--- src/sac_pkg.sv ---
package sac_pkg;

    // Fixed field widths of the access and result words.
    localparam int ADDR_W     = 64;
    localparam int STAMP_W    = 32;
    localparam int OUT_CNT_W  = 32;
    localparam int LFSR_W     = 16;
    localparam int OFF_W      = 4;
    localparam int IBC_W      = 4;
    localparam int WAY_W      = 3;
    localparam int IDX_MAX_W  = (1 << IBC_W) - 1;
    localparam int CFG_IDX_W  = 4;
    localparam int CFG_DATA_W = 8;

    localparam int DEF_SET_COUNT   = 256;
    localparam int DEF_NUM_WAYS    = 4;
    localparam int DEF_COUNT_WIDTH = 32;

    localparam logic [LFSR_W-1:0] LFSR_SEED  = 16'hACE1;
    localparam logic [OFF_W-1:0]  OFF_RESET  = 4'd6;
    localparam logic [IBC_W-1:0]  IBC_RESET  = 4'd8;
    localparam logic [WAY_W-1:0]  WAYS_RESET = 3'd4;

    localparam logic POLICY_LRU  = 1'b0;
    localparam logic POLICY_RAND = 1'b1;

    typedef enum logic [CFG_IDX_W-1:0] {
        CFG_OFFSET_BITS = 4'd0,
        CFG_INDEX_BITS  = 4'd1,
        CFG_WAYS        = 4'd2,
        CFG_POLICY      = 4'd3
    } cfg_reg_t;

    localparam int NUM_COUNTERS = 6;

    typedef enum logic [2:0] {
        CNT_MISS  = 3'd0,
        CNT_HIT   = 3'd1,
        CNT_RMISS = 3'd2,
        CNT_WMISS = 3'd3,
        CNT_RHIT  = 3'd4,
        CNT_WHIT  = 3'd5
    } cnt_sel_t;

    typedef struct packed {
        logic             lru_start;
        logic             rand_start;
        logic [WAY_W-1:0] ways;
    } victim_req_t;

    typedef struct packed {
        logic             done;
        logic [WAY_W-1:0] way;
    } victim_resp_t;

    typedef struct packed {
        logic bump;
        logic hit;
        logic is_write;
    } cnt_event_t;

    // Right-shifting Fibonacci LFSR with taps 16, 14, 13 and 11.
    function automatic logic [LFSR_W-1:0] lfsr_next(input logic [LFSR_W-1:0] v);
        logic fb;
        fb = v[0] ^ v[2] ^ v[3] ^ v[5];
        return {fb, v[LFSR_W-1:1]};
    endfunction

endpackage

--- src/sac_victim.sv ---
module sac_victim #(
    parameter int NUM_WAYS = sac_pkg::DEF_NUM_WAYS
) (
    input  logic                                   aclk,
    input  logic                                   aresetn,
    input  sac_pkg::victim_req_t                   req,
    input  logic [sac_pkg::STAMP_W-1:0]            now,
    input  logic [NUM_WAYS*sac_pkg::STAMP_W-1:0]   stamps,
    output sac_pkg::victim_resp_t                  resp
);
    import sac_pkg::*;

    localparam int RAND_BITS  = 4;
    localparam int RAND_STEPS = LFSR_W / RAND_BITS;
    localparam int STEP_W     = (RAND_STEPS > 1) ? $clog2(RAND_STEPS) : 1;

    logic               lru_busy_reg;
    logic [WAY_W-1:0]   scan_reg;
    logic [STAMP_W-1:0] best_age_reg;
    logic [WAY_W-1:0]   best_way_reg;
    logic [WAY_W-1:0]   ways_reg;

    logic               rand_busy_reg;
    logic [LFSR_W-1:0]  lfsr_reg;
    logic [LFSR_W-1:0]  div_reg;
    logic [WAY_W-1:0]   rem_reg;
    logic [STEP_W-1:0]  step_reg;

    logic [STAMP_W-1:0] stamp_sel;
    logic [STAMP_W-1:0] age;
    logic               take;
    logic [WAY_W-1:0]   lru_way;
    logic               lru_last;

    logic [LFSR_W-1:0]  div_v;
    logic [WAY_W-1:0]   rem_v;
    logic [WAY_W:0]     trial;
    logic               rand_last;

    // LRU scan: one way per cycle, oldest age wins, ties keep the lower way.
    always_comb begin
        stamp_sel = '0;
        for (int w = 0; w < NUM_WAYS; w++) begin
            if (w == int'(scan_reg)) begin
                stamp_sel = stamps[w*STAMP_W +: STAMP_W];
            end
        end
        age      = now - stamp_sel;
        take     = (scan_reg == '0) || (age > best_age_reg);
        lru_way  = take ? scan_reg : best_way_reg;
        lru_last = (scan_reg == ways_reg - 1'b1);
    end

    // Restoring remainder of the LFSR value by the way count, a nibble per cycle.
    always_comb begin
        div_v = div_reg;
        rem_v = rem_reg;
        trial = '0;
        for (int i = 0; i < RAND_BITS; i++) begin
            trial = {rem_v, div_v[LFSR_W-1]};
            div_v = {div_v[LFSR_W-2:0], 1'b0};
            if (trial >= {1'b0, ways_reg}) begin
                trial = trial - {1'b0, ways_reg};
            end
            rem_v = trial[WAY_W-1:0];
        end
        rand_last = (step_reg == STEP_W'(RAND_STEPS - 1));
    end

    assign resp.done = (lru_busy_reg && lru_last) || (rand_busy_reg && rand_last);
    assign resp.way  = lru_busy_reg ? lru_way : rem_v;

    always_ff @(posedge aclk) begin
        if (!aresetn) begin
            lru_busy_reg  <= 1'b0;
            rand_busy_reg <= 1'b0;
            lfsr_reg      <= LFSR_SEED;
        end else begin
            if (req.lru_start) begin
                lru_busy_reg <= 1'b1;
                scan_reg     <= '0;
                ways_reg     <= req.ways;
            end else if (lru_busy_reg) begin
                if (lru_last) begin
                    lru_busy_reg <= 1'b0;
                end
                if (take) begin
                    best_age_reg <= age;
                    best_way_reg <= scan_reg;
                end
                scan_reg <= scan_reg + 1'b1;
            end

            if (req.rand_start) begin
                rand_busy_reg <= 1'b1;
                lfsr_reg      <= lfsr_next(lfsr_reg);
                div_reg       <= lfsr_next(lfsr_reg);
                rem_reg       <= '0;
                step_reg      <= '0;
                ways_reg      <= req.ways;
            end else if (rand_busy_reg) begin
                if (rand_last) begin
                    rand_busy_reg <= 1'b0;
                end
                div_reg  <= div_v;
                rem_reg  <= rem_v;
                step_reg <= step_reg + 1'b1;
            end
        end
    end

endmodule

--- config.mk ---
export PLATFORM = sky130hd
export DESIGN_NAME = sac_victim
export DESIGN_NICKNAME = d
export VERILOG_FILES = /design/src/sac_pkg.sv /design/src/sac_victim.sv
export SDC_FILE = /design/constraint.sdc
export NUM_CORES = 1
export LEC_CHECK = 0
export BUFFER_PORTS_ARGS = -buffer_cell sky130_fd_sc_hd__buf_4
export CAP_MARGIN = 0
export CELL_PAD_IN_SITES_DETAIL_PLACEMENT = 2
export CELL_PAD_IN_SITES_GLOBAL_PLACEMENT = 2
export CORE_AREA = 2 2 143 145
export DETAILED_ROUTE_END_ITERATION = 12
export DIE_AREA = 0 0 145 147
export PLACE_DENSITY = 0.95
export SYNTH_ARGS = -nofsm -noshare
export SYNTH_HDL_FRONTEND = slang
export SYNTH_SLANG_ARGS = --single-unit
--- constraint.sdc ---
create_clock -name aclk -period 10.5 [get_ports aclk]
set_input_delay 1.575 -clock aclk [delete_from_list [all_inputs] [get_ports aclk]]
set_output_delay 1.575 -clock aclk [all_outputs]
set_load 0.02 [all_outputs]
==> results of run 1 <==
==> per-stage QoR <==
stage          power (uW)  std cells  setup WS, ps   util
6_report             1650       1205           708  0.436
4_1_cts              1650       1205           779  0.436
2_1_floorplan         980        772          2770      -
3_3_place_gp         1190       1189          1700  0.421
5_1_grt              1740       1205           114  0.436
3_5_place_dp         1280       1189          1210  0.421
==> placed cells by master (no fill, tap or decap), types with 18 or more instances in the layout <==
cell type,instances
xnor2_1,26
nand2_1,60
o21ai_0,37
edfxtp_1,62
inv_1,78
nor2_1,65
ha_1,81
a21oi_1,70
a22oi_1,34
dfxtp_1,18
buf_4,175
a211oi_1,39
==> layer usage <==
metal  GRT usage  part of all wire
met4       0.121             0.041
met3      0.0559             0.050
met2       0.501              0.53
met1       0.285              0.38
met5           0                 0
==> layout make-up <==
class	instances	area [um^2]
Fill cell	2173	11200
Clock buffer	9	225
Tap cell	270	338
Multi-Input combinational cell	586	4180
Sequential cell	80	2220
Inverter	78	293
Clock inverter	7	85.1
Timing Repair Buffer	175	1310
==> logic make-up after synthesis <==
family / count (synthesis)
AO/OA/AOI/OAI: 256
XOR/XNOR: 36
adder cells (fa/ha/maj): 87
buffers and inverters: 106
flip-flops: 80
multiplexers: 9
AND/OR/NAND/NOR: 198
==> worst paths after layout <==
path	from	endpoint	slack, ps	depth (start not counted)
worst max-delay path	scan_reg[0]$_SDFFCE_PP0P_	resp[0]	710	26
worst min-delay path	lfsr_reg[12]$_SDFFE_PN0P_	lfsr_reg[12]$_SDFFE_PN0P_	490	2
worst max register to register	scan_reg[0]$_SDFFCE_PP0P_	best_age_reg[10]$_DFFE_PP_	2360	25
worst min register to register	lfsr_reg[12]$_SDFFE_PN0P_	lfsr_reg[12]$_SDFFE_PN0P_	490	2
==> tightest hold or removal path, cell delays in order, from the launching register on <==
cell	delay, ps
dfxtp_1	310
nand2_1	60
a21boi_0	70
==> power groups by stage <==
stage | registers [uW] | logic (uW) | clock network [uW]
after detailed placement | 411 | 868 | 0
after floorplan | 402 | 579 | 0
final | 406 | 898 | 347
after CTS | 405 | 895 | 349
after global routing | 408 | 975 | 361
after global placement | 406 | 787 | 0
==> metrics.yaml, run 1 <==
synthesis:
  synthAdderAreaFrac: 0.166
  ys_top_cells_by_area: "edfxtp_1 27%, ha_1 15%, dfxtp_1 5.3%"
  syn_nets: 1026
  synth_top_family_by_area: "compound AO/OA/AOI/OAI gates"
  synth-main-ff-cell: "edfxtp_1"
  synth_edf_count: 62
  synth_compound_area_frac: 0.251
  synthMuxAreaShare: 0.0164
  postSynthAreaPerCell_um2: 8.79
  synthSimpleGateAreaFrac: 0.134
  yosys.area.top_type: "edfxtp_1"
  mappedNetlistArea_mm2: 0.00679
  yosysTopAreaCellShare: 0.274
  synthTopCellsByCount: "82 x ha_1, 78 x inv_1, 70 x a21oi_1, 66 x nor2_1, 62 x edfxtp_1"
  yosys.cell_types.count: 60
  synth-seq-cells: 80
  synthArstFlopShare: 0
  ys_warn_count: 0
  synthXorXnorAreaFrac: 0.0464
  synth_cells: 772
  synth.most_common_cell: "ha_1"
  seq_area_frac_synth: 0.327
place:
  io_buffers: 170
  place_area_mm2: 0.00835
  place.gp.congestion: 0.851
  dp_hpwl_mm: 21.5
clock_network:
  cts.sinks: 80
  h-tree-depth: 3
  cts_setup_buffers: 0
  post_cts_resized: 0
  numCtsBuffers: 9
  cts_tree: "yes"
  cts_root_buf: "clkbuf_16"
  clk_latency_ps: 360
  holdBufCountCts: 0
  clk_path_buf_depth: 2
  clk_pin_slew_ps: 70
die:
  coreArea_mm2: 0.0198
  io_pins: 171
  die_h_um: 147
  fp.dieW_um: 145
  dieArea_mm2: 0.0213
  rows: 52
  start_util: 0.342
pwr:
  combPwrFrac: 0.544
  pwr-share-seq: 0.246
  p_leak_uw: 0.00385
  p_int_uw: 951
  p_clk_frac: 0.210
  power_switching_uw: 700
  peakVddDrop_mv: 0.114
  switching_share: 0.424
  pwr_density_cell_mw_per_mm2: 191
critical_path:
  path_max_fanout: 22
  crit_buf_inv: 3
  cp_top_family: "compound AO/OA/AOI/OAI gates"
  slowest_delay_ps: 710
  crit_path_end_kind: "output pin"
  critPathArrivalTime_ps: 8220
  crit_type: "register to output pin"
  cp_slowest_cell: "a2111oi_0"
  crit_path_frequent_cell: "a21oi_1"
  cp-start-kind: "register"
  cp.required_ps: 8930
timing:
  hold_viol: 0
  fin_crit_ps: 9790
  rsz0062_at_grt: "false"
  tightest_slew_ps: 1030
  holdWs_ps: 485
  setup_viol: 0
  max_freq_ghz: 0.102
  min_period_over_period: 0.933
  drv_slew: 0
  setup_tns_ps: 0
  skew_ps: 8.78
  max-slew-margin-rel: 0.316
final_layout:
  layout.nets: 1184
  diodes: 0
  area_delta_synth_final_pct: 27.5
  fin_area_mm2: 0.00866
  largest_reg_flops: 32
  drive_above_1_share: 0.225
route:
  via_per_inst: 5.66
  postRouteAntennaNets: 0
  post_drt_wl_per_cell_um: 23.3
  dr.pass1.iters: 6
  drtIter0Drc: 254
  wirelength_mm: 28.0
  drc: 0
  vias: 6821
global_routing:
  grt_start_max_net_pins: 42
  antenna_found_initial: 0
  grt_overflow: 0
  grt_pass1_vias: 7927
  groute.usage.overall: 0.266
  grt_pass1_wl_mm: 44.2
hold_path:
  hp-class: "register to register"
run:
  cap_violations: 0
run_status:
  outcome: "completed"
(Power assumes the default switching activity.)
==> run 2: changes to the inputs <==
PLACE_DENSITY = 0.83   (was 0.95)
==> run 2 against run 1 <==
  * Sequential share of layout area hardly changed
  * Register-to-register slack improved by 180 ps
  * Fmax grew 1.7%
  * Die area is the same
  * Worst setup slack improved by 160 ps
  * Sequential power is 1% lower
  * First-iteration DRC count is 6.3% higher
  * Combinational power decreased by 3.8%
  * Clock skew down 0.55 ps
  * Critical path depth stayed put
  * Critical path type unchanged
  * Largest power group unchanged
==> metrics.yaml, run 2 (synthesized netlist as in run 1, its figures left out) <==
critical_path:
  reg2regPathDepth: 25  # unchanged
  cp.required_ps: 8930  # about the same
  slowest_delay_ps: 700  # about the same
  crit_buf_inv: 3  # unchanged
  cp_slowest_cell: "a2111oi_0"
  crit_cells: 26  # unchanged
  crit_path_end_kind: "output pin"
  path_max_fanout: 19  # -14%
  crit_path_frequent_cell: "a21oi_1"
  cp-start-kind: "register"
  critPathArrivalTime_ps: 8060  # -160 ps
  cp_top_family: "compound AO/OA/AOI/OAI gates"
  crit_type: "register to output pin"
clock_network:
  h-tree-depth: 3  # unchanged
  clk_pin_slew_ps: 70  # about the same
  cts.sinks: 80  # unchanged
  numCtsBuffers: 9  # unchanged
  clk_path_buf_depth: 2  # unchanged
  cts_setup_buffers: 0  # unchanged
  holdBufCountCts: 0  # unchanged
  cts_tree: "yes"
  post_cts_resized: 0  # unchanged
  clk_latency_ps: 350  # about the same
  cts_root_buf: "clkbuf_16"
global_routing:
  grt_overflow: 0  # unchanged
  groute.usage.overall: 0.236  # -0.0303
  grt_start_max_net_pins: 46  # +9.5%
  antenna_found_initial: 0  # unchanged
  grt_pass1_wl_mm: 39.6  # -10%
  grt_pass1_vias: 7182  # -9.4%
final_layout:
  area_delta_synth_final_pct: 27.5  # about the same
  stdcell_count: 1205  # unchanged
  final_common_cell: "buf_4"
  layout.nets: 1184  # unchanged
  diodes: 0  # unchanged
  final_cell_mix: "175 x buf_4, 81 x ha_1, 78 x inv_1"
  largest_reg_flops: 32  # unchanged
  drive_above_1_share: 0.224  # -0.00107
  filler_cell_count: 2284  # +5.1%
pwr:
  p_int_uw: 943  # -0.83%
  switching_share: 0.407  # -0.0174
  pwr-share-seq: 0.253  # +0.007
  p_leak_uw: 0.00383  # -0.40%
  combPwrFrac: 0.544  # about the same
  power_switching_uw: 646  # -7.7%
  pwr_density_cell_mw_per_mm2: 184  # -3.7%
  finalPower_uw: 1590  # -3.7%
  p_clk_frac: 0.203  # -0.007
  peakVddDrop_mv: 0.152  # +33%
route:
  route.met2.wl_mm: 12.3  # -16%
  drc: 0  # unchanged
  top_layer: "met4"
  vias: 6454  # -5.4%
  wirelength_mm: 24.6  # -12%
  wl_met1_mm: 10.8  # +0.37%
  via_per_inst: 5.36  # -5.4%
  drtIter0Drc: 270  # +6.3%
  wl_met3_mm: 1.10  # -22%
  postRouteAntennaNets: 0  # unchanged
  dr.pass1.iters: 4  # -2
  post_drt_wl_per_cell_um: 20.4  # -12%
die:
  dieArea_mm2: 0.0213  # unchanged
  start_util: 0.342  # unchanged
  die_h_um: 147  # unchanged
  rows: 52  # unchanged
  fp.dieW_um: 145  # unchanged
  coreArea_mm2: 0.0198  # unchanged
  io_pins: 171  # unchanged
timing:
  setup_viol: 0  # unchanged
  min_period_over_period: 0.917  # -0.0152
  fin_crit_ps: 9630  # -160 ps
  drv_slew: 0  # unchanged
  max-slew-margin-rel: 0.308  # -0.00836
  tightest_slew_ps: 1040  # +12.5 ps
  hold_viol: 0  # unchanged
  setup_tns_ps: 0  # unchanged
  skew_ps: 8.23  # -0.546 ps
  rsz0062_at_grt: "false"
  max_freq_ghz: 0.104  # +1.7%
place:
  dpl.cell_count: 1189  # unchanged
  dp_hpwl_mm: 19.5  # -9.4%
  io_buffers: 170  # unchanged
  place.gp.congestion: 0.809  # -4.9%
hold_path:
  hp-class: "register to register"
  min_delay_path_depth: 2  # unchanged
run_status:
  outcome: "completed"
run:
  cap_violations: 0  # unchanged
## run 2: cell count changes in the layout (fill, tap and decap cells not counted)
| cell | change |
|---|---|
| inv_8 | -1 |
| clkbuf_1 | +1 |
| nor2_2 | -1 |
| clkinvlp_4 | +3 |
| inv_6 | -3 |
| nor2b_4 | +1 |
| nor2b_2 | -1 |
| nor2_4 | +1 |
## run 2: area by class of cell
type / count / area [um^2] / area share
Tap cell: 270 / 338 / 0.0390
Clock inverter: 6 / 70.1 / 0.00810
Sequential cell: 80 / 2220 / 0.257
Multi-Input combinational cell: 586 / 4190 / 0.484
Inverter: 78 / 293 / 0.0338
Clock buffer: 10 / 229 / 0.0265
Timing Repair Buffer: 175 / 1310 / 0.152
## run 2: routing by layer
layer  up-vias  global-route usage
met4         0              0.0639
met5         -                   0
met3        20              0.0410
met2       156               0.420
met1      3148               0.295
li1       3130                   -
## run 2: worst paths after layout
| kind | start | end | slack, ps |
|---|---|---|---|
| setup / recovery | scan_reg[0]$_SDFFCE_PP0P_ | resp[0] | 870 |
| setup reg to reg | scan_reg[0]$_SDFFCE_PP0P_ | best_age_reg[10]$_DFFE_PP_ | 2540 |
| hold / removal | lfsr_reg[12]$_SDFFE_PN0P_ | lfsr_reg[12]$_SDFFE_PN0P_ | 480 |
| hold reg to reg | lfsr_reg[12]$_SDFFE_PN0P_ | lfsr_reg[12]$_SDFFE_PN0P_ | 480 |
## run 2: power by group through the flow
| stage | Clock (uW) | Sequential (uW) | Combinational [uW] |
|---|---|---|---|
| floorplan | 0 | 402 | 579 |
| global placement | 0 | 407 | 804 |
| detailed placement | 0 | 408 | 849 |
| CTS | 326 | 402 | 869 |
| global route | 337 | 405 | 958 |
| finish | 323 | 402 | 864 |
## run 2: tightest hold or removal path, cell delays in order, from the launching register on
cell and delay (ps):
dfxtp_1 310, nand2_1 50, a21boi_0 60
## run 2: metrics by stage
stage / util / setup slack, ps / area (um^2) / hold slack (ps)
final: 0.436 / 868 / 8650 / 476
after CTS: 0.436 / 819 / 8650 / 482
after floorplan: - / 2770 / 6790 / 444
after detailed placement: 0.421 / 1450 / 8360 / 472
after global routing: 0.436 / 142 / 8650 / 504
after global placement: 0.421 / 1730 / 8360 / 460
