**config.mk**
```make
export PLATFORM = sky130hd
export DESIGN_NAME = sac_counters
export DESIGN_NICKNAME = d
export VERILOG_FILES = /design/src/sac_pkg.sv /design/src/sac_counters.sv
export SDC_FILE = /design/constraint.sdc
export NUM_CORES = 1
export LEC_CHECK = 0
export ABC_AREA = 0
export ABC_CLOCK_PERIOD_IN_PS = 2200
export BUFFER_PORTS_ARGS = -buffer_cell sky130_fd_sc_hd__buf_2
export CORE_AREA = 2 2 143 145
export DETAILED_ROUTE_END_ITERATION = 12
export DIE_AREA = 0 0 145 147
export GPL_TIMING_DRIVEN = 0
export PLACE_DENSITY_LB_ADDON = 0.3
export SLEW_MARGIN = 20
export SYNTH_ARGS = -nofsm -noshare
export SYNTH_HDL_FRONTEND = slang
export SYNTH_SLANG_ARGS = --single-unit
```
**constraint.sdc**
```tcl
create_clock -name aclk -period 2.2 [get_ports aclk]
set_input_delay 0.33 -clock aclk [delete_from_list [all_inputs] [get_ports aclk]]
set_output_delay 0.33 -clock aclk [all_outputs]
set_load 0.02 [all_outputs]
```
**src/sac_pkg.sv**
```systemverilog
package sac_pkg;

    // Fixed field widths of the access and result words.
    localparam int ADDR_W     = 64;
    localparam int STAMP_W    = 32;
    localparam int OUT_CNT_W  = 32;
    localparam int LFSR_W     = 16;
    localparam int OFF_W      = 4;
    localparam int IBC_W      = 4;
    localparam int WAY_W      = 3;
    localparam int IDX_MAX_W  = (1 << IBC_W) - 1;
    localparam int CFG_IDX_W  = 4;
    localparam int CFG_DATA_W = 8;

    localparam int DEF_SET_COUNT   = 256;
    localparam int DEF_NUM_WAYS    = 4;
    localparam int DEF_COUNT_WIDTH = 32;

    localparam logic [LFSR_W-1:0] LFSR_SEED  = 16'hACE1;
    localparam logic [OFF_W-1:0]  OFF_RESET  = 4'd6;
    localparam logic [IBC_W-1:0]  IBC_RESET  = 4'd8;
    localparam logic [WAY_W-1:0]  WAYS_RESET = 3'd4;

    localparam logic POLICY_LRU  = 1'b0;
    localparam logic POLICY_RAND = 1'b1;

    typedef enum logic [CFG_IDX_W-1:0] {
        CFG_OFFSET_BITS = 4'd0,
        CFG_INDEX_BITS  = 4'd1,
        CFG_WAYS        = 4'd2,
        CFG_POLICY      = 4'd3
    } cfg_reg_t;

    localparam int NUM_COUNTERS = 6;

    typedef enum logic [2:0] {
        CNT_MISS  = 3'd0,
        CNT_HIT   = 3'd1,
        CNT_RMISS = 3'd2,
        CNT_WMISS = 3'd3,
        CNT_RHIT  = 3'd4,
        CNT_WHIT  = 3'd5
    } cnt_sel_t;

    typedef struct packed {
        logic             lru_start;
        logic             rand_start;
        logic [WAY_W-1:0] ways;
    } victim_req_t;

    typedef struct packed {
        logic             done;
        logic [WAY_W-1:0] way;
    } victim_resp_t;

    typedef struct packed {
        logic bump;
        logic hit;
        logic is_write;
    } cnt_event_t;

    // Right-shifting Fibonacci LFSR with taps 16, 14, 13 and 11.
    function automatic logic [LFSR_W-1:0] lfsr_next(input logic [LFSR_W-1:0] v);
        logic fb;
        fb = v[0] ^ v[2] ^ v[3] ^ v[5];
        return {fb, v[LFSR_W-1:1]};
    endfunction

endpackage

```
**src/sac_counters.sv**
```systemverilog
module sac_counters #(
    parameter int COUNT_WIDTH = sac_pkg::DEF_COUNT_WIDTH
) (
    input  logic                                            aclk,
    input  logic                                            aresetn,
    input  sac_pkg::cnt_event_t                             evt,
    output logic [sac_pkg::NUM_COUNTERS-1:0][COUNT_WIDTH-1:0] counts
);
    import sac_pkg::*;

    logic [NUM_COUNTERS-1:0][COUNT_WIDTH-1:0] cnt_reg;
    logic [NUM_COUNTERS-1:0]                  inc;

    always_comb begin
        inc            = '0;
        inc[CNT_MISS]  = evt.bump && !evt.hit;
        inc[CNT_HIT]   = evt.bump && evt.hit;
        inc[CNT_RMISS] = evt.bump && !evt.hit && !evt.is_write;
        inc[CNT_WMISS] = evt.bump && !evt.hit && evt.is_write;
        inc[CNT_RHIT]  = evt.bump && evt.hit && !evt.is_write;
        inc[CNT_WHIT]  = evt.bump && evt.hit && evt.is_write;
    end

    // Each counter sticks at its all-ones value.
    always_ff @(posedge aclk) begin
        if (!aresetn) begin
            cnt_reg <= '0;
        end else begin
            for (int k = 0; k < NUM_COUNTERS; k++) begin
                if (inc[k] && (cnt_reg[k] != '1)) begin
                    cnt_reg[k] <= cnt_reg[k] + 1'b1;
                end
            end
        end
    end

    assign counts = cnt_reg;

endmodule
```
==> summary.md, run 1 <==
| Metric | Value |
|---|---|
| Global-route wire length before repair | `about 47 mm` |
| Drt initial violations | `approximately 660` |
| Sequential fraction of the synthesis area | `0.3972` |
| CP Launch Type | `flop` |
| Final worst slack | `-0.07592 ns` |
| Longest Clk Path Bufs | `2` |
| Syn_nets | `between 1k and 1.5k` |
| Pwr dens | `approximately 560 nW/um2` |
| Dpl hpwl | `about 21 mm` |
| Ratio of cells with drive above 1 in the final layout | `0.2969` |
| Most frequent cells in the layout | `buf_2 (197), dfxtp_1 (131), a21oi_1 (115), nand2_1 (112), o21ai_0 (72)` |
| GRT Total Usage | `0.2675` |
| Post-Synth Adder-Cell Area | `0.007757` |
| Clock skew | `about 0.012 ns` |
| Critical path type | `flop to flop` |
| Number of nets in the layout | `between 1k and 1.5k` |
| Commonest non-fill, non-tap cell in the layout | `buf_2` |
| CP peak stage delay | `roughly 0.54 ns` |
| Outcome | `finished with violations` |
| Post-Synthesis Cells | `approximately 1.2k` |
| Post-Syn Area per Cell | `approximately 8 um2` |
| Endpoints failing setup | `2` |
| Vias in the first global route | `roughly 9.2k` |
| Placed insts | `1,656` |
| Fraction of synthesized area in multiplexers | `0.02275` |
| Post-Synth Simple-Gate Area | `0.3294` |
| Die Y-Extent | `147 um` |
| Die area | `between 20,000 and 25,000 um2` |
| Number of distinct library cells after synthesis | `54` |
| Root Driver | `clkbuf_16` |
| Minimum clock period | `about 2.3 ns` |
| Max-cap violations | `0` |
| Failing checks | `setup timing` |
| Req. time, crit path | `2.49 ns` |
| Leak Pwr | `about 4.6 nW` |
| M1 GR Usage | `0.3539` |
| Row count | `52` |
| Util after Layout | `0.6379` |
| Quantity of hold-fixing buffers added after cts | `0` |
| H-tree depth | `4` |
| Finished Layout Cells | `roughly 1.7k` |
| CTS tree | `done` |
| Combinational family with the most area after synthesis | `simple AND/OR/NAND/NOR gates` |
| Ys flop type | `dfxtp_1` |
| DRT antenna net count | `0` |
| DRT Pass-1 Iters | `5` |
| CP Capture Type | `flop` |
| Pin count of the biggest net entering global routing | `20` |
| Drt via density | `roughly 6.2` |
| Area grow syn2layout | `30.80%` |
| Clk_lat worst skew | `between 0.4 and 0.5 ns` |
| Top Ports | `about 200` |
| Worst slew margin | `0.4257` |
| Ys async rst share | `0` |
| Routability cong. | `between 0.8 and 0.9` |
| Worst-path clk slew | `~0.070 ns` |
| Clk sinks | `192` |
| Yosys Warn Count | `0` |
| Final Total Pwr | `roughly 7 mW` |
| Kind of path behind the tightest hold check | `primary input to flop` |
| Final period utilization | `1.035` |
| Starting Density | `0.4877` |
| FILL cells | `1,706` |
| CTS Buf Count | `17` |
| Compound-Gate Fraction of Synth Area | `0.1862` |
| FF+latch area | `between 3000 and 4000 um2` |
| Arr. time, crit path | `2.57 ns` |
| Cell Chain, Critical Path | `ha_4 -> nand2_4 -> or4_4 -> or4b_4 -> buf_4 -> o31ai_2 -> a21oi_2` |
| Worst-Margin Slew | `0.8615 ns` |
| Area occupied by multi-input gates | `~5900 um2` |
| Final Hold Fails | `0` |
| Crit path max-delay cell type | `or4b_4` |
| DR vias | `roughly 11k` |
| Max reg flops | `192` |
| Port Buf Inserts | `a little under 200` |
| Core area | `19,840 um2` |
| Routed WL | `between 30 and 40 mm` |
| Maximum vdd drop | `roughly 0.00053 V` |
| Number of enable flip-flop cells after synthesis | `0` |
| Gr busiest metal | `met2` |
| Grt met2 use | `0.4388` |
| Met3 Use GR | `0.05590` |
| GR Overflow Total | `0` |
| Post-Synth XOR/XNOR Area | `0.02443` |
| Fmax | `~440 MHz` |
| Synthesized flop and latch total | `approximately 190` |
| Remaining DRCs | `0` |
| Setup WS pre-CTS | `-0.4391 ns` |
| Setup TNS Final | `-0.09761 ns` |
| Final Slew Violations | `0` |
| Highest net fanout along the worst path | `6` |
| Initial antenna violation count | `0` |
| Die Span X | `approximately 150 um` |
| RSZ-0062 raised after global routing | `yes` |
| Cell area after synthesis | `slightly below 10,000 um2` |
| Drt wl/cell | `about 18 um` |
| # diodes | `0` |
[final cells by class]
type                       count  area share
sequential                   192      0.3138
inverter                      23    0.006820
clock buffer                  22     0.03756
multi-input combinational    918      0.4690
buffer                        50     0.02362
tap                          270     0.02669
clock inverter                10     0.01176
timing repair buffer         250      0.1107
[cells in the mapped netlist, types with 2 or more instances]
library cell | instances | share of area
a21oi_1 | 121 | 0.063
o311ai_1 | 2 | 0.0018
xnor2_1 | 14 | 0.013
clkbuf_1 | 46 | 0.018
inv_1 | 22 | 0.0085
xor2_1 | 13 | 0.012
o311ai_0 | 4 | 0.0036
o21a_1 | 8 | 0.0062
o31a_1 | 4 | 0.0036
nor3_1 | 12 | 0.0062
a211oi_1 | 3 | 0.0023
o2111ai_1 | 2 | 0.0018
o21ai_0 | 75 | 0.039
or3_1 | 71 | 0.046
nand2_1 | 118 | 0.046
nor2b_1 | 2 | 0.0013
a31oi_1 | 2 | 0.0013
a2111oi_0 | 4 | 0.0036
o31ai_1 | 57 | 0.044
nor2_1 | 45 | 0.017
nor3b_1 | 2 | 0.0016
nand4_1 | 56 | 0.036
nor4_1 | 33 | 0.021
and3_1 | 20 | 0.013
o41ai_1 | 4 | 0.0036
ha_1 | 6 | 0.0078
o211ai_1 | 10 | 0.0078
dfxtp_1 | 192 | 0.40
mux2i_1 | 22 | 0.023
or2_2 | 9 | 0.0058
nand2b_1 | 23 | 0.015
nand3_1 | 73 | 0.038
buf_2 | 10 | 0.0052
and4_1 | 19 | 0.017
and2_1 | 5 | 0.0032
or4_1 | 63 | 0.049
[final timing paths]
kind               startpoint     endpoint  slack (ns)  depth (start not counted)
setup / recovery  counts[128]  counts[158]       -0.08                          7
hold / removal        aresetn  counts[170]        0.28                          3
setup reg to reg  counts[128]  counts[158]       -0.08                          7
hold reg to reg   counts[113]  counts[113]        0.48                          2
[logic make-up after synthesis]
| kind of cell | count (synthesis) |
|---|---|
| DFF | 192 |
| muxes | 22 |
| buffers and inverters | 80 |
| and+or+nand+nor | 562 |
| xor gates and xnor gates | 27 |
| AOI/OAI and AO/OA | 301 |
| adders and majority gates | 6 |
[power by group]
part	internal (mW)	total (mW)	switching (mW)
clock network	1.90	3.31	1.40
logic	0.0687	0.260	0.191
registers	3.46	3.48	0.0177
[worst max-delay path: cells and delay by family, from the launching register on]
kind                       cells  cell delay, ns
AOI/OAI and AO/OA              2            0.32
adders and majority gates      1            0.15
DFF                            1            0.37
buffers and inverters          1            0.17
and+or+nand+nor                3            1.12
[what timing repair did]
| action | in CTS | in global routing |
|---|---|---|
| setup endpoints to repair | 132 | 163 |
| cloned | 0 | 2 |
| setup buffers | 21 | 31 |
| resized for setup | 46 | 117 |
| pin swaps | 10 | 31 |
[per-layer routing]
metal / wire, um / share of wire
met5: 0 / 0
met4: 604 / 0.019
met3: 2242 / 0.072
met2: 14900 / 0.48
met1: 13310 / 0.43
[per-stage QoR]
| stage | hold slack, ns | area, um2 |
|---|---|---|
| 3_5_place_dp | 0.4655 | 11100 |
| 2_1_floorplan | 0.4748 | 9783 |
| 3_3_place_gp | 0.4631 | 11100 |
| 4_1_cts | 0.2645 | 12060 |
| 5_1_grt | 0.2621 | 12660 |
| 6_report | 0.2759 | 12660 |
Note: power is estimated with default switching activity, not from simulation.
==> inputs of run 2 (changes only) <==
--- a/config.mk
+++ b/config.mk
@@ -12,7 +12,7 @@
 export DETAILED_ROUTE_END_ITERATION = 12
 export DIE_AREA = 0 0 145 147
 export GPL_TIMING_DRIVEN = 0
-export PLACE_DENSITY_LB_ADDON = 0.3
+export PLACE_DENSITY = 0.85
 export SLEW_MARGIN = 20
 export SYNTH_ARGS = -nofsm -noshare
 export SYNTH_HDL_FRONTEND = slang
==> run 2 against run 1 <==
The run still ends with setup timing left. Clock power hardly changed. Hold slack lost 0.026 ns. Critical endpoint unchanged. Sequential share of layout area decreased by 0.31 points. First-iteration DRC count rose by 15%. Register-to-register slack worse by 0.02 ns. Clock skew about the same. Critical path depth decreased by 1. Count of clock-buffer cells in the layout is 5 lower. Cell count grew 0.35%.
==> summary.md, run 2 (same netlist as run 1, synthesis figures left out) <==
| Metric | Value |
|---|---|
| H-tree depth | `4` |
| Final Hold Fails | `0` |
| Longest Clk Path Bufs | `2` |
| Die Span X | `between 100 and 150 um` |
| Pin count of the biggest net entering global routing | `20` |
| Final Slew Violations | `0` |
| M1 WL | `12.78 mm` |
| Dpl hpwl | `21.16 mm` |
| Die area | `about 21,000 um2` |
| CTS Buf Count | `17` |
| Worst-Margin Slew | `approximately 0.93 ns` |
| Top Ports | `approximately 200` |
| Kind of path behind the tightest hold check | `primary input to flop` |
| Root Driver | `clkbuf_16` |
| Arr. time, crit path | `2.66 ns` |
| Highest net fanout along the worst path | `4` |
| DR top layer | `met4` |
| Remaining DRCs | `0` |
| Setup WS pre-CTS | `-0.4923 ns` |
| Fmax | `435.1 MHz` |
| Area grow syn2layout | `31.87%` |
| WL met2 | `approximately 16 mm` |
| Clk_lat worst skew | `around 0.44 ns` |
| Met3 WL | `between 2 and 3 mm` |
| RSZ-0062 raised after global routing | `yes` |
| Clk sinks | `roughly 190` |
| CTS tree | `done` |
| Port Buf Inserts | `roughly 200` |
| Core area | `19,840 um2` |
| Number of nets in the layout | `1,469` |
| Ratio of cells with drive above 1 in the final layout | `0.3032` |
| DR vias | `between 10k and 15k` |
| DRT Pass-1 Iters | `5` |
| Worst slew margin | `0.3821` |
| Starting Density | `0.4877` |
| CP Launch Type | `flop` |
| Leak Pwr | `4.630 nW` |
| Initial antenna violation count | `0` |
| Routability cong. | `roughly 0.9` |
| Post-route cell area | `about 13,000 um2` |
| Commonest non-fill, non-tap cell in the layout | `buf_2` |
| Hold path cells | `3` |
| Endpoints failing setup | `6` |
| Maximum vdd drop | `around 0.00055 V` |
| Cell count of the worst reg-to-reg path | `6` |
| Worst-path clk slew | `roughly 0.07 ns` |
| Most frequent cells in the layout | `buf_2 (197), dfxtp_1 (131), a21oi_1 (117), nand2_1 (112), nand3_1 (70)` |
| Drt initial violations | `~760` |
| Req. time, crit path | `about 2.6 ns` |
| Pwr dens | `between 500 and 600 nW/um2` |
| Row count | `between 50 and 60` |
| GR Overflow Total | `0` |
| Vias in the first global route | `around 9.7k` |
| Quantity of hold-fixing buffers added after cts | `0` |
| Util after Layout | `0.6431` |
| CP Capture Type | `flop` |
| Placed insts | `1,656` |
| Routed WL | `32.15 mm` |
| Setup TNS Final | `-0.2259 ns` |
| Max-cap violations | `0` |
| Outcome | `finished with violations` |
| Max reg flops | `around 190` |
| Final period utilization | `1.045` |
| Failing checks | `setup timing` |
| Clock skew | `0.01190 ns` |
| Die Y-Extent | `about 150 um` |
| Drt wl/cell | `between 15 and 20 um` |
| Final worst slack | `-0.09855 ns` |
| Finished Layout Cells | `1,741` |
| Area after DPL | `about 11,000 um2` |
| Global-route wire length before repair | `48.82 mm` |
| Minimum clock period | `approximately 2.3 ns` |
| Drt via density | `approximately 6.3` |
| DRT antenna net count | `0` |
| # diodes | `0` |
| Critical path type | `flop to flop` |
| GRT Total Usage | `0.2759` |
==> run 2: cell types whose count changed in the layout (fill, tap and decap cells not counted), sizes merged <==
cell / delta
buf: +6
clkbuf: -5
clkinvlp: -1
bufinv: +1
clkinv: +5
==> run 2: repair_timing <==
item / 4_1_cts / 5_1_grt
gates resized for setup: 56 / 128
setup endpoints to repair: 135 / 139
cloned: 0 / 3
buffers inserted: 21 / 36
pin swaps: 14 / 40
==> run 2: critical path: stages (launching register included) <==
cell and delay, ns:
dfxtp_4 0.37, ha_4 0.15, nand2_4 0.05, or4_4 0.54
or4b_4 0.54, or4_4 0.43, a21oi_2 0.14
==> run 2: path summary, 6_finish.rpt <==
kind	from	to	slack [ns]
worst max-delay path	counts[128]	counts[158]	-0.1
worst min-delay path	aresetn	counts[116]	0.25
worst max register to register	counts[128]	counts[158]	-0.1
worst min register to register	counts[113]	counts[113]	0.48
==> run 2: through the flow <==
stage	hold slack [ns]	total power [mW]
3_5_place_dp	0.4700	3.803
3_3_place_gp	0.4566	3.800
2_1_floorplan	0.4748	3.704
4_1_cts	0.2330	7.051
5_1_grt	0.2478	7.232
6_report	0.2499	7.047
==> run 2: layout make-up <==
type                            count  area [um2]
Clock inverter                     15       190.2
Tap cell                          270       337.8
Buffer                             50       326.6
Inverter                           23       86.33
Sequential cell                   192        3965
Multi-Input combinational cell    918        5956
Timing Repair Buffer              256        1475
Fill cell                        1648        7082
Clock buffer                       17       425.4
==> run 2: power breakdown <==
part	switching [mW]	internal, mW
Sequential	0.0176	3.46
Combinational	0.191	0.0721
Clock	1.40	1.90
==> run 2: per-layer routing <==
metal | track usage | vias up
li1 | - | 5099
met3 | 0.06429 | 66
met5 | 0 | -
met2 | 0.4650 | 477
met1 | 0.3472 | 5332
met4 | 0.09901 | 0
==> inputs of run 3 (changes only) <==
--- a/config.mk
+++ b/config.mk
@@ -8,11 +8,11 @@
 export ABC_AREA = 0
 export ABC_CLOCK_PERIOD_IN_PS = 2200
 export BUFFER_PORTS_ARGS = -buffer_cell sky130_fd_sc_hd__buf_2
-export CORE_AREA = 2 2 143 145
+export CORE_AREA = 2 2 204 156
 export DETAILED_ROUTE_END_ITERATION = 12
-export DIE_AREA = 0 0 145 147
+export DIE_AREA = 0 0 206 158
 export GPL_TIMING_DRIVEN = 0
-export PLACE_DENSITY = 0.85
+export PLACE_DENSITY = 0.63
 export SLEW_MARGIN = 20
 export SYNTH_ARGS = -nofsm -noshare
 export SYNTH_HDL_FRONTEND = slang
==> run 3 against run 2 <==
The flow still finishes with violations (setup timing). Die area increased by 53%. Cell count rose by 8.4%. Via count is 1.9% lower. Utilization is 21 points lower. Sequential share of layout area fell by 0.85 points. First-iteration DRC count increased by 10%. Routed wire length up 6.2%. Critical path depth grew 4. Count of clock-buffer cells in the layout up 1. Sequential power about the same. Clock power down 2%. Highest routed layer unchanged.
==> summary.md, run 3 (same netlist as run 1, synthesis figures left out) <==
| Metric | Value |
|---|---|
| Critical path type | `flop to flop` |
| Worst slew margin | `0.3723` |
| Leak Pwr | `roughly 4.7 nW` |
| Outcome | `finished with violations` |
| Placed insts | `between 1.5k and 2k` |
| CTS tree | `done` |
| R2R Path End | `counts[128]` |
| Drt initial violations | `about 840` |
| Ratio of cells with drive above 1 in the final layout | `0.3126` |
| Core area | `about 30,000 um2` |
| Clk sinks | `192` |
| DRT Pass-1 Iters | `6` |
| Most frequent cells in the layout | `buf_2 (197), dfxtp_1 (134), a21oi_1 (119), nand2_1 (112), o21ai_0 (72)` |
| RSZ-0062 raised after global routing | `yes` |
| Arr. time, crit path | `2.59 ns` |
| Number of nets in the layout | `1,479` |
| H-tree depth | `4` |
| Starting Density | `0.3154` |
| Hold EP | `counts[170]` |
| Final Hold Fails | `0` |
| Worst-path clk slew | `roughly 0.080 ns` |
| Die Y-Extent | `around 160 um` |
| GRT Total Usage | `0.1954` |
| DRT antenna net count | `0` |
| Drt wl/cell | `~18 um` |
| Max-cap violations | `0` |
| HP Start | `aresetn` |
| FF-to-FF Start | `counts[128]` |
| Maximum vdd drop | `around 0.00053 V` |
| Clk_lat worst skew | `0.44 ns` |
| Minimum clock period | `about 2.3 ns` |
| FILL cells | `3,087` |
| Finished Layout Cells | `1,888` |
| GR Overflow Total | `0` |
| Longest Clk Path Bufs | `2` |
| Max reg flops | `approximately 190` |
| Failing checks | `setup timing` |
| CP Capture Type | `flop` |
| Routed WL | `34.15 mm` |
| Final Slew Violations | `0` |
| Root Driver | `clkbuf_16` |
| FF+latch area | `roughly 4000 um2` |
| DR vias | `roughly 11k` |
| Die area | `roughly 33,000 um2` |
| Worst-Margin Slew | `about 0.94 ns` |
| Final worst slack | `-0.09561 ns` |
| Initial antenna violation count | `1` |
| Area after DPL | `between 10,000 and 15,000 um2` |
| Quantity of hold-fixing buffers added after cts | `0` |
| Row count | `56` |
| Die Span X | `around 210 um` |
| Fmax | `around 440 MHz` |
| Endpoints failing setup | `25` |
| Dpl hpwl | `~23 mm` |
| Hold path cells | `3` |
| Pwr dens | `around 530 nW/um2` |
| Pin count of the biggest net entering global routing | `20` |
| Highest net fanout along the worst path | `5` |
| Global-route wire length before repair | `50.50 mm` |
| Area occupied by multi-input gates | `around 6000 um2` |
| Port Buf Inserts | `between 150 and 200` |
| CTS Buf Count | `17` |
| Routability cong. | `between 0.8 and 0.9` |
| Req. time, crit path | `2.50 ns` |
| Final period utilization | `1.043` |
| Area grow syn2layout | `35.81%` |
| Commonest non-fill, non-tap cell in the layout | `buf_2` |
| Setup slack, reg-to-reg | `-0.1 ns` |
| CP Launch Type | `flop` |
| Kind of path behind the tightest hold check | `primary input to flop` |
| Clock skew | `~0.014 ns` |
| Drt via density | `approximately 5.7` |
| Post-route cell area | `about 13,000 um2` |
| Top Ports | `just under 200` |
| Remaining DRCs | `0` |
| Cell count of the worst reg-to-reg path | `10` |
| WHS | `0.2918 ns` |
| Vias in the first global route | `9,170` |
run 3: stage by stage:
stage / util / TNS [ns] / power [mW] / worst slack, ns
floorplan: - / -0.09522 / 3.704 / -0.09522
global placement: 0.3673 / -40.36 / 3.823 / -0.6244
detailed placement: 0.3675 / -43.03 / 3.823 / -0.5935
CTS: 0.3977 / -0.1002 / 7.039 / -0.07162
global route: 0.4282 / -3.584 / 7.205 / -0.1406
finish: 0.4283 / -1.343 / 6.984 / -0.09561
run 3: metal layers:
| layer | global-route usage | routed length (um) | vias to the layer above |
|---|---|---|---|
| li1 | - | - | 5120 |
| met1 | 0.2914 | 16530 | 5210 |
| met2 | 0.2806 | 14680 | 410 |
| met3 | 0.04323 | 2538 | 29 |
| met4 | 0.04932 | 399 | 0 |
| met5 | 0 | 0 | - |
run 3: area by class of cell:
cell class | instances | share of cell area
clock buffers | 18 | 0.03341
diodes | 1 | 0.0001904
flip-flops and latches | 192 | 0.3021
multi-input cells | 918 | 0.4624
clock inverters | 14 | 0.01114
plain buffers | 50 | 0.02437
inverters | 23 | 0.006568
repair buffers | 266 | 0.1211
well taps | 406 | 0.03865
run 3: worst max-delay path by stage:
stage	slack [ns]	cells after the start	startpoint	end
global placement	-0.62	5	aresetn	counts[126]
floorplan	-0.1	7	counts[129]	counts[158]
detailed placement	-0.59	6	evt[2]	counts[93]
finish	-0.1	10	counts[128]	counts[128]
global route	-0.14	10	counts[128]	counts[128]
CTS	-0.07	6	counts[129]	counts[158]
run 3: repair_timing:
action                                  in CTS  in global routing
pin swaps                                   10                 39
buffers inserted                            20                 45
endpoints found under the setup margin     147                161
resized for setup                           55                136
cloned                                       0                  6
run 3: power breakdown:
group	switching [mW]	internal (mW)	total [mW]
logic	0.211	0.0826	0.293
registers	0.0146	3.46	3.47
clock network	1.58	1.64	3.22
run 3: critical path: stages (launching register included):
cell and delay [ns]:
dfxtp_4 0.36, ha_4 0.15, nand2_4 0.06, or4_4 0.54, buf_4 0.16, buf_6 0.11, o31ai_4 0.28, buf_6 0.19
buf_12 0.12, xor2_1 0.15, nor2_1 0.05
